File: config.mk
export PLATFORM = sky130hd
export DESIGN_NAME = sliding_window_average_top
export DESIGN_NICKNAME = d
export VERILOG_FILES = /design/src/sv/swa_pkg.sv /design/src/sv/swa_history.sv /design/src/sv/swa_divider.sv /design/src/sv/sliding_window_average_top.sv
export SDC_FILE = /design/constraint.sdc
export NUM_CORES = 2
export LEC_CHECK = 0
export ABC_AREA = 1
export BUFFER_PORTS_ARGS = -buffer_cell sky130_fd_sc_hd__buf_4
export CORE_ASPECT_RATIO = 1.2
export CORE_UTILIZATION = 55
export CTS_CLUSTER_DIAMETER = 200
export DETAILED_ROUTE_END_ITERATION = 8
export PLACE_DENSITY = 0.76
export SYNTH_ARGS = -nofsm -noshare
export SYNTH_HDL_FRONTEND = slang
export SYNTH_SLANG_ARGS = --single-unit
export TNS_END_PERCENT = 100
File: constraint.sdc
create_clock -name clk -period 10.85 [get_ports clk]
set_clock_uncertainty 0.05 [all_clocks]
set_input_delay 1.6275 -clock clk [delete_from_list [all_inputs] [get_ports clk]]
set_output_delay 1.6275 -clock clk [all_outputs]
set_load 0.02 [all_outputs]
File: src/sv/swa_pkg.sv
// ----------------------------------------------------------------------------
// swa_pkg
// shared constants, types and state codes of the sliding window average block
// ----------------------------------------------------------------------------
package swa_pkg;

    // default sizes, handed to the top-level parameters
    localparam int WINDOW_MAX_DEF  = 64;
    localparam int SAMPLE_BITS_DEF = 16;

    // window length register and configuration port
    localparam int LEN_BITS   = 7;
    localparam int ADDR_BITS  = 3;
    localparam int APB_BITS   = 32;
    localparam logic [LEN_BITS-1:0] LEN_RESET = 7'd4;

    // register index taken from paddr[2]
    localparam logic REG_WINDOW_LENGTH = 1'b0;

    // control sequencer states
    typedef enum logic [1:0] {
        ST_IDLE,
        ST_UPDATE,
        ST_LAUNCH,
        ST_DIVIDE
    } swa_state_t;

    // commands from the sequencer to the divider
    typedef struct packed {
        logic start;
        logic take;
    } div_ctrl_t;

endpackage

File: src/sv/swa_history.sv
// ----------------------------------------------------------------------------
// swa_history
// sample ring memory, one write and one registered read port
// ----------------------------------------------------------------------------
module swa_history #(
    parameter int DEPTH = swa_pkg::WINDOW_MAX_DEF,
    parameter int WIDTH = swa_pkg::SAMPLE_BITS_DEF
) (
    input  logic                     clk,
    input  logic                     wr_en,
    input  logic [$clog2(DEPTH)-1:0] wr_addr,
    input  logic [WIDTH-1:0]         wr_data,
    input  logic                     rd_en,
    input  logic [$clog2(DEPTH)-1:0] rd_addr,
    output logic [WIDTH-1:0]         rd_data
);

    logic [WIDTH-1:0] mem [DEPTH];
    logic [WIDTH-1:0] rd_data_reg;

    // write port
    always_ff @(posedge clk)
    begin
        if (wr_en)
        begin
            mem[wr_addr] <= wr_data;
        end
    end

    // registered read port
    always_ff @(posedge clk)
    begin
        if (rd_en)
        begin
            rd_data_reg <= mem[rd_addr];
        end
    end

    assign rd_data = rd_data_reg;

endmodule

File: src/sv/swa_divider.sv
// ----------------------------------------------------------------------------
// swa_divider
// restoring signed divider, one quotient bit per cycle, truncates toward zero
// ----------------------------------------------------------------------------
module swa_divider #(
    parameter int DIVIDEND_BITS = 22,
    parameter int DIVISOR_BITS  = 7,
    parameter int QUOT_BITS     = swa_pkg::SAMPLE_BITS_DEF
) (
    input  logic                            clk,
    input  logic                            rst_n,
    input  swa_pkg::div_ctrl_t              ctrl,
    input  logic signed [DIVIDEND_BITS-1:0] dividend,
    input  logic [DIVISOR_BITS-1:0]         divisor,
    output logic                            done,
    output logic signed [QUOT_BITS-1:0]     quotient
);

    localparam int CNT_BITS = (DIVIDEND_BITS > 1) ? $clog2(DIVIDEND_BITS) : 1;
    localparam logic [CNT_BITS-1:0] CNT_LAST = CNT_BITS'(DIVIDEND_BITS - 1);

    logic                     busy_reg, busy_next;
    logic                     done_reg, done_next;
    logic [CNT_BITS-1:0]      count_reg, count_next;
    logic                     neg_reg, neg_next;
    logic [DIVIDEND_BITS-1:0] shift_reg, shift_next;
    logic [DIVISOR_BITS-1:0]  rem_reg, rem_next;

    logic [DIVISOR_BITS:0]    trial;
    logic [DIVISOR_BITS+1:0]  diff;
    logic                     fits;
    logic [QUOT_BITS-1:0]     q_mag;

    // one restoring step: shift in the next dividend bit and try the subtract
    assign trial = {rem_reg, shift_reg[DIVIDEND_BITS-1]};
    assign diff  = {1'b0, trial} - {2'b00, divisor};
    assign fits  = ~diff[DIVISOR_BITS+1];

    always_comb
    begin
        busy_next  = busy_reg;
        done_next  = done_reg;
        count_next = count_reg;
        neg_next   = neg_reg;
        shift_next = shift_reg;
        rem_next   = rem_reg;
        if (ctrl.start)
        begin
            busy_next  = 1'b1;
            done_next  = 1'b0;
            count_next = '0;
            neg_next   = dividend[DIVIDEND_BITS-1];
            shift_next = dividend[DIVIDEND_BITS-1] ? (~dividend + 1'b1) : dividend;
            rem_next   = '0;
        end
        else if (busy_reg)
        begin
            // quotient bits enter at the bottom as dividend bits leave the top
            shift_next = {shift_reg[DIVIDEND_BITS-2:0], fits};
            rem_next   = fits ? diff[DIVISOR_BITS-1:0] : trial[DIVISOR_BITS-1:0];
            count_next = count_reg + 1'b1;
            if (count_reg == CNT_LAST)
            begin
                busy_next = 1'b0;
                done_next = 1'b1;
            end
        end
        else if (ctrl.take)
        begin
            done_next = 1'b0;
        end
    end

    // control state
    always_ff @(posedge clk or negedge rst_n)
    begin
        if (!rst_n)
        begin
            busy_reg  <= 1'b0;
            done_reg  <= 1'b0;
            count_reg <= '0;
        end
        else
        begin
            busy_reg  <= busy_next;
            done_reg  <= done_next;
            count_reg <= count_next;
        end
    end

    // datapath
    always_ff @(posedge clk)
    begin
        neg_reg   <= neg_next;
        shift_reg <= shift_next;
        rem_reg   <= rem_next;
    end

    // restore the sign of the quotient
    assign q_mag    = shift_reg[QUOT_BITS-1:0];
    assign quotient = neg_reg ? (~q_mag + 1'b1) : q_mag;
    assign done     = done_reg;

endmodule

File: src/sv/sliding_window_average_top.sv
// ----------------------------------------------------------------------------
// sliding_window_average_top
// streaming boxcar moving average with a bit-serial divider
// ----------------------------------------------------------------------------
// Samples arrive on the s_ stream: s_tdata carries the signed sample and
// s_tuser the restart flag, which starts a new series and drops the history.
// Once window_length samples of a series are in, each sample gives one
// average on the m_ stream (running sum / window_length, truncated toward
// zero); earlier samples give none. window_length is written over the APB
// port at address 0; the user must write it only while the stream is idle,
// which the block does not enforce. A write in idle also starts a new series
// and holds s_tready low in its access cycle. Values 0 and above WINDOW_MAX
// act as 1 and WINDOW_MAX. A sample with a result waits on the divider, which
// retires one quotient bit per cycle; a sample without result returns to idle
// straight after the ring update, without a division. One sample
// is in work at a time; the next is accepted the cycle after the result is
// loaded into the output register, so a stalled m_tready holds one result
// while one more sample is taken. Reset sets window_length to 4 and empties
// the series; the history memory is not cleared and needs no clearing pass.
// ----------------------------------------------------------------------------
module sliding_window_average_top #(
    parameter int WINDOW_MAX  = swa_pkg::WINDOW_MAX_DEF,
    parameter int SAMPLE_BITS = swa_pkg::SAMPLE_BITS_DEF
) (
    input  logic                                  clk,
    input  logic                                  rst_n,
    // input stream
    input  logic                                  s_tvalid,
    output logic                                  s_tready,
    input  logic [((SAMPLE_BITS+7)/8)*8-1:0]      s_tdata,   // sample
    input  logic                                  s_tuser,   // restart
    // output stream
    output logic                                  m_tvalid,
    input  logic                                  m_tready,
    output logic [((SAMPLE_BITS+7)/8)*8-1:0]      m_tdata,   // average
    // configuration
    input  logic                                  psel,
    input  logic                                  penable,
    input  logic                                  pwrite,
    input  logic [swa_pkg::ADDR_BITS-1:0]         paddr,
    input  logic [swa_pkg::APB_BITS-1:0]          pwdata,
    output logic [swa_pkg::APB_BITS-1:0]          prdata,
    output logic                                  pready
);

    localparam int DATA_BITS = ((SAMPLE_BITS + 7) / 8) * 8;
    localparam int PTR_BITS  = $clog2(WINDOW_MAX);
    localparam int EFF_BITS  = $clog2(WINDOW_MAX + 1);
    localparam int SUM_BITS  = SAMPLE_BITS + PTR_BITS;
    localparam int CMP_BITS  = (EFF_BITS > swa_pkg::LEN_BITS) ? EFF_BITS : swa_pkg::LEN_BITS;

    swa_pkg::swa_state_t state_reg, state_next;

    logic [swa_pkg::LEN_BITS-1:0] wl_reg, wl_next;
    logic [EFF_BITS-1:0]          len;
    logic [CMP_BITS-1:0]          wl_ext;

    logic [PTR_BITS-1:0]          wp_reg, wp_next;
    logic [EFF_BITS-1:0]          fill_reg, fill_next;
    logic signed [SUM_BITS-1:0]   sum_reg, sum_next;
    logic [SAMPLE_BITS-1:0]       sample_reg, sample_next;

    logic                         out_valid_reg, out_valid_next;
    logic [SAMPLE_BITS-1:0]       out_data_reg, out_data_next;

    logic                         cfg_write;
    logic                         in_accept;
    logic [PTR_BITS-1:0]          wp_start;
    logic [EFF_BITS-1:0]          wp_inc;
    logic                         full_now;

    logic                         mem_wr_en;
    logic                         mem_rd_en;
    logic [SAMPLE_BITS-1:0]       old_sample;

    swa_pkg::div_ctrl_t           div_ctrl;
    logic                         div_done;
    logic signed [SAMPLE_BITS-1:0] div_quot;

    // configuration port
    assign pready    = 1'b1;
    assign cfg_write = psel && penable && pwrite &&
                       (paddr[2] == swa_pkg::REG_WINDOW_LENGTH);
    assign prdata    = (paddr[2] == swa_pkg::REG_WINDOW_LENGTH) ?
                       swa_pkg::APB_BITS'(wl_reg) : '0;
    assign wl_next   = cfg_write ? pwdata[swa_pkg::LEN_BITS-1:0] : wl_reg;

    // effective window length, zero as one and large values saturated
    assign wl_ext = CMP_BITS'(wl_reg);
    always_comb
    begin
        priority if (wl_reg == '0)
            len = EFF_BITS'(1);
        else if (wl_ext > CMP_BITS'(WINDOW_MAX))
            len = EFF_BITS'(WINDOW_MAX);
        else
            len = EFF_BITS'(wl_ext);
    end

    // write pointer at the start of a transaction, wrapped to the window
    assign in_accept = s_tvalid && s_tready;
    assign wp_start  = (s_tuser || (EFF_BITS'(wp_reg) >= len)) ? '0 : wp_reg;
    assign wp_inc    = EFF_BITS'(wp_reg) + 1'b1;
    assign full_now  = (fill_reg >= len);

    // sequencer
    always_comb
    begin
        state_next     = state_reg;
        wp_next        = wp_reg;
        fill_next      = fill_reg;
        sum_next       = sum_reg;
        sample_next    = sample_reg;
        out_valid_next = out_valid_reg && !m_tready;
        out_data_next  = out_data_reg;
        s_tready       = 1'b0;
        mem_rd_en      = 1'b0;
        mem_wr_en      = 1'b0;
        div_ctrl       = '0;

        unique case (state_reg)
            swa_pkg::ST_IDLE:
            begin
                // no transaction is taken while a register write clears the series
                s_tready = !cfg_write;
                if (cfg_write)
                begin
                    sum_next  = '0;
                    fill_next = '0;
                    wp_next   = '0;
                end
                else if (in_accept)
                begin
                    // latch the sample and fetch the entry it replaces
                    mem_rd_en   = 1'b1;
                    sample_next = s_tdata[SAMPLE_BITS-1:0];
                    wp_next     = wp_start;
                    if (s_tuser)
                    begin
                        sum_next  = '0;
                        fill_next = '0;
                    end
                    state_next = swa_pkg::ST_UPDATE;
                end
            end
            swa_pkg::ST_UPDATE:
            begin
                // running sum and fill count, sample goes into the ring
                mem_wr_en = 1'b1;
                if (full_now)
                begin
                    fill_next = len;
                    sum_next  = sum_reg + SUM_BITS'($signed(sample_reg))
                                - SUM_BITS'($signed(old_sample));
                end
                else
                begin
                    fill_next = fill_reg + 1'b1;
                    sum_next  = sum_reg + SUM_BITS'($signed(sample_reg));
                end
                wp_next = (wp_inc >= len) ? '0 : wp_inc[PTR_BITS-1:0];
                if (full_now || ((fill_reg + 1'b1) >= len))
                    state_next = swa_pkg::ST_LAUNCH;
                else
                    state_next = swa_pkg::ST_IDLE;
            end
            swa_pkg::ST_LAUNCH:
            begin
                div_ctrl.start = 1'b1;
                state_next     = swa_pkg::ST_DIVIDE;
            end
            swa_pkg::ST_DIVIDE:
            begin
                // hand the quotient to the output register once it is free
                if (div_done && (!out_valid_reg || m_tready))
                begin
                    div_ctrl.take  = 1'b1;
                    out_valid_next = 1'b1;
                    out_data_next  = div_quot;
                    state_next     = swa_pkg::ST_IDLE;
                end
            end
            default:
            begin
                state_next = swa_pkg::ST_IDLE;
            end
        endcase
    end

    // control state
    always_ff @(posedge clk or negedge rst_n)
    begin
        if (!rst_n)
        begin
            state_reg     <= swa_pkg::ST_IDLE;
            wl_reg        <= swa_pkg::LEN_RESET;
            wp_reg        <= '0;
            fill_reg      <= '0;
            sum_reg       <= '0;
            out_valid_reg <= 1'b0;
        end
        else
        begin
            state_reg     <= state_next;
            wl_reg        <= wl_next;
            wp_reg        <= wp_next;
            fill_reg      <= fill_next;
            sum_reg       <= sum_next;
            out_valid_reg <= out_valid_next;
        end
    end

    // payload
    always_ff @(posedge clk)
    begin
        sample_reg   <= sample_next;
        out_data_reg <= out_data_next;
    end

    // sample ring
    swa_history #(
        .DEPTH (WINDOW_MAX),
        .WIDTH (SAMPLE_BITS)
    ) u_history (
        .clk     (clk),
        .wr_en   (mem_wr_en),
        .wr_addr (wp_reg),
        .wr_data (sample_reg),
        .rd_en   (mem_rd_en),
        .rd_addr (wp_start),
        .rd_data (old_sample)
    );

    // bit-serial divider
    swa_divider #(
        .DIVIDEND_BITS (SUM_BITS),
        .DIVISOR_BITS  (EFF_BITS),
        .QUOT_BITS     (SAMPLE_BITS)
    ) u_divider (
        .clk      (clk),
        .rst_n    (rst_n),
        .ctrl     (div_ctrl),
        .dividend (sum_reg),
        .divisor  (len),
        .done     (div_done),
        .quotient (div_quot)
    );

    // output stream
    assign m_tvalid = out_valid_reg;
    assign m_tdata  = DATA_BITS'(out_data_reg);

endmodule
# After elaboration in Yosys (flattened, before gate mapping)
# Memories as Yosys holds them, arrays and structs flattened. A register that Yosys moved wholly into a read port is not among the register bits.
# Cells that the tools add are included.
# W data, S select, Z words.
dict set report classes {
  n_eq_ne 10
  add_sub_neg 8
  reduce_logical 23
  mux 49
  order_cmp 5
  n_bitwise 5
}
# cell count
set op_table {}
lappend op_table {{$mux W22} 7}
lappend op_table {{$mux W7} 8}
lappend op_table {{$pmux W22 S2} 1}
lappend op_table {{$mux W6} 4}
lappend op_table {{$add A22 B1 Y22 const B} 1}
lappend op_table {{$add A22 B16 Y22} 1}
lappend op_table {{$not A22 Y22} 1}
lappend op_table {{$sub A22 B16 Y22} 1}
lappend op_table {{$ge A7 B7 Y1} 3}
lappend op_table {{$mux W1} 19}
lappend op_table {{$add A16 B1 Y16 const B} 1}
lappend op_table {{$mux W16} 1}
lappend op_table {{$not A16 Y16} 1}
lappend op_table {{$pmux W7 S2} 1}
lappend op_table {{$pmux W6 S2} 1}
lappend op_table {{$mux W5} 2}
lappend op_table {{$ne A3 B3 Y1 const B} 3}
lappend op_table {{$reduce_and A3 Y1} 3}
lappend op_table {{$sub A8 B7 Y9} 1}
lappend op_table {{$mux W2} 4}
lappend op_table {{$pmux W2 S4} 1}
lappend op_table {{$add A6 B1 Y7 const B} 1}
lappend op_table {{$add A7 B1 Y7 const B} 1}
lappend op_table {{$ge A6 B7 Y1} 1}
lappend op_table {{other kinds (15)} 32}
dict set report totals {
  mem_count 1
  out_inout_bits 51
  ram_bits 1024
  regBits 114
}
# name words word_bits read_ports rd_clocked_by_memory_dff wr line
set memory_table {}
lappend memory_table {u_history.mem 64 16 1 1 1 swa_history.sv:18} ;# logic [WIDTH-1:0] mem [DEPTH];

# Longest topological paths before layout
dict set report logic_depth {
  word_depth 9
  mapped_depth 27
  mapped_depth_nobuf 27
}

# Cells and area by module
# From an unflattened synthesis, not the netlist that was laid out.
dict set report unflattened {
  cells_unflattened 4925
  area_unflattened_um2 52102.5
}
# module cells_each seq_area_each_um2 n_inst area_per_inst_um2
set by_module_without_submodules {}
lappend by_module_without_submodules {swa_history 3517 31230.0 1 42259.3}
lappend by_module_without_submodules {sliding_window_average_top 1006 2088.3 1 6986.7}
lappend by_module_without_submodules {swa_divider 402 1006.0 1 2856.5}

# Worst setup path before layout
# Ideal clock, no wire load.
dict set report synth_path {
  kind {in2out}
  start {input port paddr[2] (netlist bit)}
  end {output port s_tready}
  t_arrival_ns 2.638
  path_slack_ns 6.535
  stages 4
  path_cell_list {clkbuf_1 nor3_2 clkbuf_1 nor3_1}
}
dict set report synth_between {
  elab_chain_cells 4
}
# element line
set synth_lines {}
lappend synth_lines {{from (decl)} sliding_window_average_top.sv:40} ;# input logic [swa_pkg::ADDR_BITS-1:0] paddr,
lappend synth_lines {{$not A1 Y1} n/a}
lappend synth_lines {{$logic_and A1 B1 Y1} sliding_window_average_top.sv:82} ;# assign cfg_write = psel && penable && pwrite &&
lappend synth_lines {{$logic_not A1 Y1} sliding_window_average_top.sv:125} ;# s_tready = !cfg_write;
lappend synth_lines {{$mux W1} sliding_window_average_top.sv:121} ;# unique case (state_reg)
lappend synth_lines {{to (decl)} sliding_window_average_top.sv:29} ;# output logic s_tready,
# No other way between the ends.

# Worst setup path after layout
dict set report layout_path {
  start {register wl_reg, in the netlist wl_ext[3]}
  end {register u_history.rd_data_reg[0] (netlist: u_history.rd_data[0]) (read register of u_history.mem) (data pin)}
}
dict set report layout_between {
  elab_chain_cells 6
  elab_cells_between_ends 7
  classes_between {order compare: 2; mux: 3; reduce/logical: 2}
}
# element line
set layout_lines {}
lappend layout_lines {{from (decl)} sliding_window_average_top.sv:54} ;# logic [swa_pkg::LEN_BITS-1:0] wl_reg, wl_next;
lappend layout_lines {{from (signal assigned)} sliding_window_average_top.sv:196} ;# wl_reg <= swa_pkg::LEN_RESET;
lappend layout_lines {{from (signal assigned)} sliding_window_average_top.sv:205} ;# wl_reg <= wl_next;
lappend layout_lines {{$gt A7 B7 Y1} sliding_window_average_top.sv:94} ;# else if (wl_ext > CMP_BITS'(WINDOW_MAX))
lappend layout_lines {{$mux W7} sliding_window_average_top.sv:94}
lappend layout_lines {{$mux W7 *} sliding_window_average_top.sv:92} ;# priority if (wl_reg == '0)
lappend layout_lines {{$ge A6 B7 Y1 *} sliding_window_average_top.sv:102} ;# assign wp_start = (s_tuser || (EFF_BITS'(wp_reg) >= len)) ? '0 : wp_reg;
lappend layout_lines {{$logic_or A1 B1 Y1 *} sliding_window_average_top.sv:102}
lappend layout_lines {{$mux W6 *} sliding_window_average_top.sv:102}
lappend layout_lines {{to (decl)} swa_history.sv:19} ;# logic [WIDTH-1:0] rd_data_reg;
# Every way passes the cells marked *; elsewhere a longest branch is shown, timed or not.
# A chain may end at the register's enable or synchronous reset.

==> results.yml <==
outcome:
  status: "finished clean"
floorplan:
  start_util_pct: 55.8
  fp-row-count: 126
  fp.dieArea_sq_mm: 0.101
  die_w_um: 291
  core_sq_mm: 0.0987
  io_pins: 110
  die_height_um: 349
setup_path:
  cp_max_fo: 57
  worst-path-buf-inv: 3
  critical_path_arrival_ps: 6730
  setup.worst_path.class: "reg -> reg"
  critPathTopFamily: "simple AND/OR/NAND/NOR gates"
  crit_slowest_cell: "clkinv_2"
  max_stage_delay_ps: 920
  path_cells: "nor4_1, nand3_1, nand2_1, nand2_1, ha_1, nand2_1, nand2_1, nand2_1, nand2_1, nor2_4, buf_4, nand2_1, nor2_4, clkinv_2, buf_4, nand3_1, nand3_1, nand3_1, nand2_1"
  cp_data_required_time_ps: 11220
  crit_path_end_kind: "flop"
  crit_path_frequent_cell: "nand2_1"
  cp-start-kind: "flop"
cts:
  clkTransAtPathRegs_ps: 60
  cts_hold_buffers: 0
  clock_sinks: 1154
  cts-root-buf: "clkbuf_16"
  cts_buffers: 109
  clock_latency_ps: 700
  h-tree-depth: 3
  clockBufferDepth: 3
  cts_tree: "done"
  post-cts-setup-buffers: 0
  post_cts_resized: 0
synthesis:
  synthCells: 5548
  synth_top_area_share_pct: 59.8
  synthTopCellsByArea: "edfxtp_1 (60%), nand3_1 (8.7%), nand2_1 (7.5%)"
  seq_area_frac_synth_pct: 62.4
  synth_common_cells: "nand2_1 (1,099), edfxtp_1 (1,095), nand3_1 (959)"
  ys_ff_latch: 1154
  async_flop_share_pct: 4.51
  avgSynthCellArea_sq_um: 9.92
  synth_top_cell_by_area: "edfxtp_1"
  synth_flop_cell: "edfxtp_1"
  synth_warnings: 0
  synthDistinctLibCells: 45
  synthesis.area_sq_mm: 0.0550
  yosysMostFrequentCell: "nand2_1"
  synth_edf_count: 1095
route:
  drt_iter0_markers: 5322
  routed_wl_um: 145000
  drt_first_pass_iters: 6
  routedWlPerCell_um: 21.2
  drc: 0
  antenna_left: 0
  vias: 40600
  routed_via_density: 5.91
sta:
  grt_setup_unrepaired: "no"
  final-hold-violation-count: 0
  slew_headroom_pct: 18.8
  min_period_over_period_pct: 58.6
  finalSetupViolCount: 0
  finalMaxSlewViolations: 0
  tns_ps: 0
  fin_crit_ps: 6360
  worst_slew_pin_slew_ps: 1210
  max_freq_mhz: 157
placed_design:
  hpwl_um: 81300
  dpl_cell_area_sq_mm: 0.0565
  gp_congestion: 0.949
  port_buffers: 56
final_layout:
  stdcell_area_sq_mm: 0.0599
  largest_reg_flops: 1024
  syn_to_final_growth_pct: 8.80
  layout-drive-gt1-share_pct: 6.26
  antenna_cells: 0
  layout.nets: 5654
global_routing:
  antenna_found_initial: 1
  grt_pass1_vias: 39200
  met3_usage_pct: 3.97
  grt-ovfl-total: 0
  grt_util_met2_pct: 48.0
  grt_max_degree: 189
  grt_pass1_wl_um: 222000
  grt-busiest-layer: "met2"
  grt_util_met1_pct: 34.2
  grtUsageTotal_pct: 28.5
pwr:
  powerDensity_mw_per_mm2: 259
  ir_drop_mv: 0.170
  p_leak_nw: 25.2
  total_power_mw: 15.5
hold_path:
  hold_class: "reg -> reg"
job:
  drv_cap: 0
==> worst register-to-register path, cell delays in order, from the launching register on <==
cell,delay (ps)
dfrtp_1,400
nor4_1,270
nand3_1,120
nand2_1,120
nand2_1,190
ha_1,350
nand2_1,60
nand2_1,50
nand2_1,50
nand2_1,80
nor2_4,270
buf_4,680
nand2_1,330
nor2_4,910
clkinv_2,920
buf_4,560
nand3_1,160
nand3_1,100
nand3_1,250
nand2_1,160
==> layout make-up <==
| cell class | count | area, sq um |
|---|---|---|
| inverters | 957 | 3610 |
| flip-flops and latches | 1154 | 34300 |
| repair buffers | 174 | 1370 |
| well taps | 1280 | 1600 |
| clock buffers | 144 | 2930 |
| multi-input cells | 3113 | 15600 |
| clock inverters | 53 | 448 |
| fillers | 7629 | 38800 |
==> metrics by stage <==
step                      instances  setup slack [ps]  hold slack (ps)  utilization (%)
after CTS                      6875              4680              425             60.7
after global placement         6678              4680              398             57.2
after detailed placement       6678              4600              413             57.2
final                          6875              4490              421             60.7
after floorplan                5572              6530              383                -
after global routing           6875              4170              435             60.7
==> worst paths after layout <==
check                                        from                endpoint  slack, ps  cells past startpoint
min in group asynchronous                   rst_n               wl_ext[6]        930                      1
setup / recovery                        wl_ext[3]    u_history.rd_data[0]       4490                     19
max in group asynchronous                   rst_n               wp_reg[0]       9270                      1
setup reg to reg                        wl_ext[3]    u_history.rd_data[0]       4490                     19
hold reg to reg            u_divider.count_reg[4]  u_divider.count_reg[4]        420                      1
hold / removal             u_divider.count_reg[4]  u_divider.count_reg[4]        420                      1
==> placed cells by master, fill, tap and decap left out, types with 16 or more instances in the layout <==
cell type  count
dfrtp_1       50
a31oi_1       16
ha_1          83
clkbuf_16    111
a21oi_1       70
edfxtp_1    1095
buf_4        169
xor2_1        46
o21ai_0      119
nor3_1        20
nand3_1      958
clkbuf_1      30
inv_1        949
nand2_1     1099
clkinv_1      26
conb_1        26
xnor2_1       20
o211ai_1      17
nand4_1      366
nor2_1       183
==> cells by family (layout without fill, tap and decap cells) <==
| logic type | after synthesis | count (layout) | share of synthesized area, % |
|---|---|---|---|
| fa+ha+maj | 86 | 86 | 2.00 |
| other cells | 2 | 26 | 0.0136 |
| flops | 1154 | 1154 | 62.4 |
| xor+xnor | 66 | 66 | 1.05 |
| simple gates | 2670 | 2670 | 22.3 |
| buf+inv | 1305 | 1328 | 9.58 |
| compound gates | 265 | 265 | 2.69 |
==> per-layer routing <==
metal  up-vias  share of wire, %
li1      18700                 -
met1     19300                35
met2      2200                49
met3       459               8.8
met4         0               6.9
met5         -                 0
==> report_power, final <==
group / switching (mW) / total, mW / internal, mW / leakage [nW]
sequential: 0.276 / 5.60 / 5.33 / 10.6
combinational: 4.46 / 6.23 / 1.77 / 13.0
clock: 1.62 / 3.68 / 2.06 / 1.64
total: 6.37 / 15.5 / 9.15 / 25.2
Power figures use the tool's default switching activity.
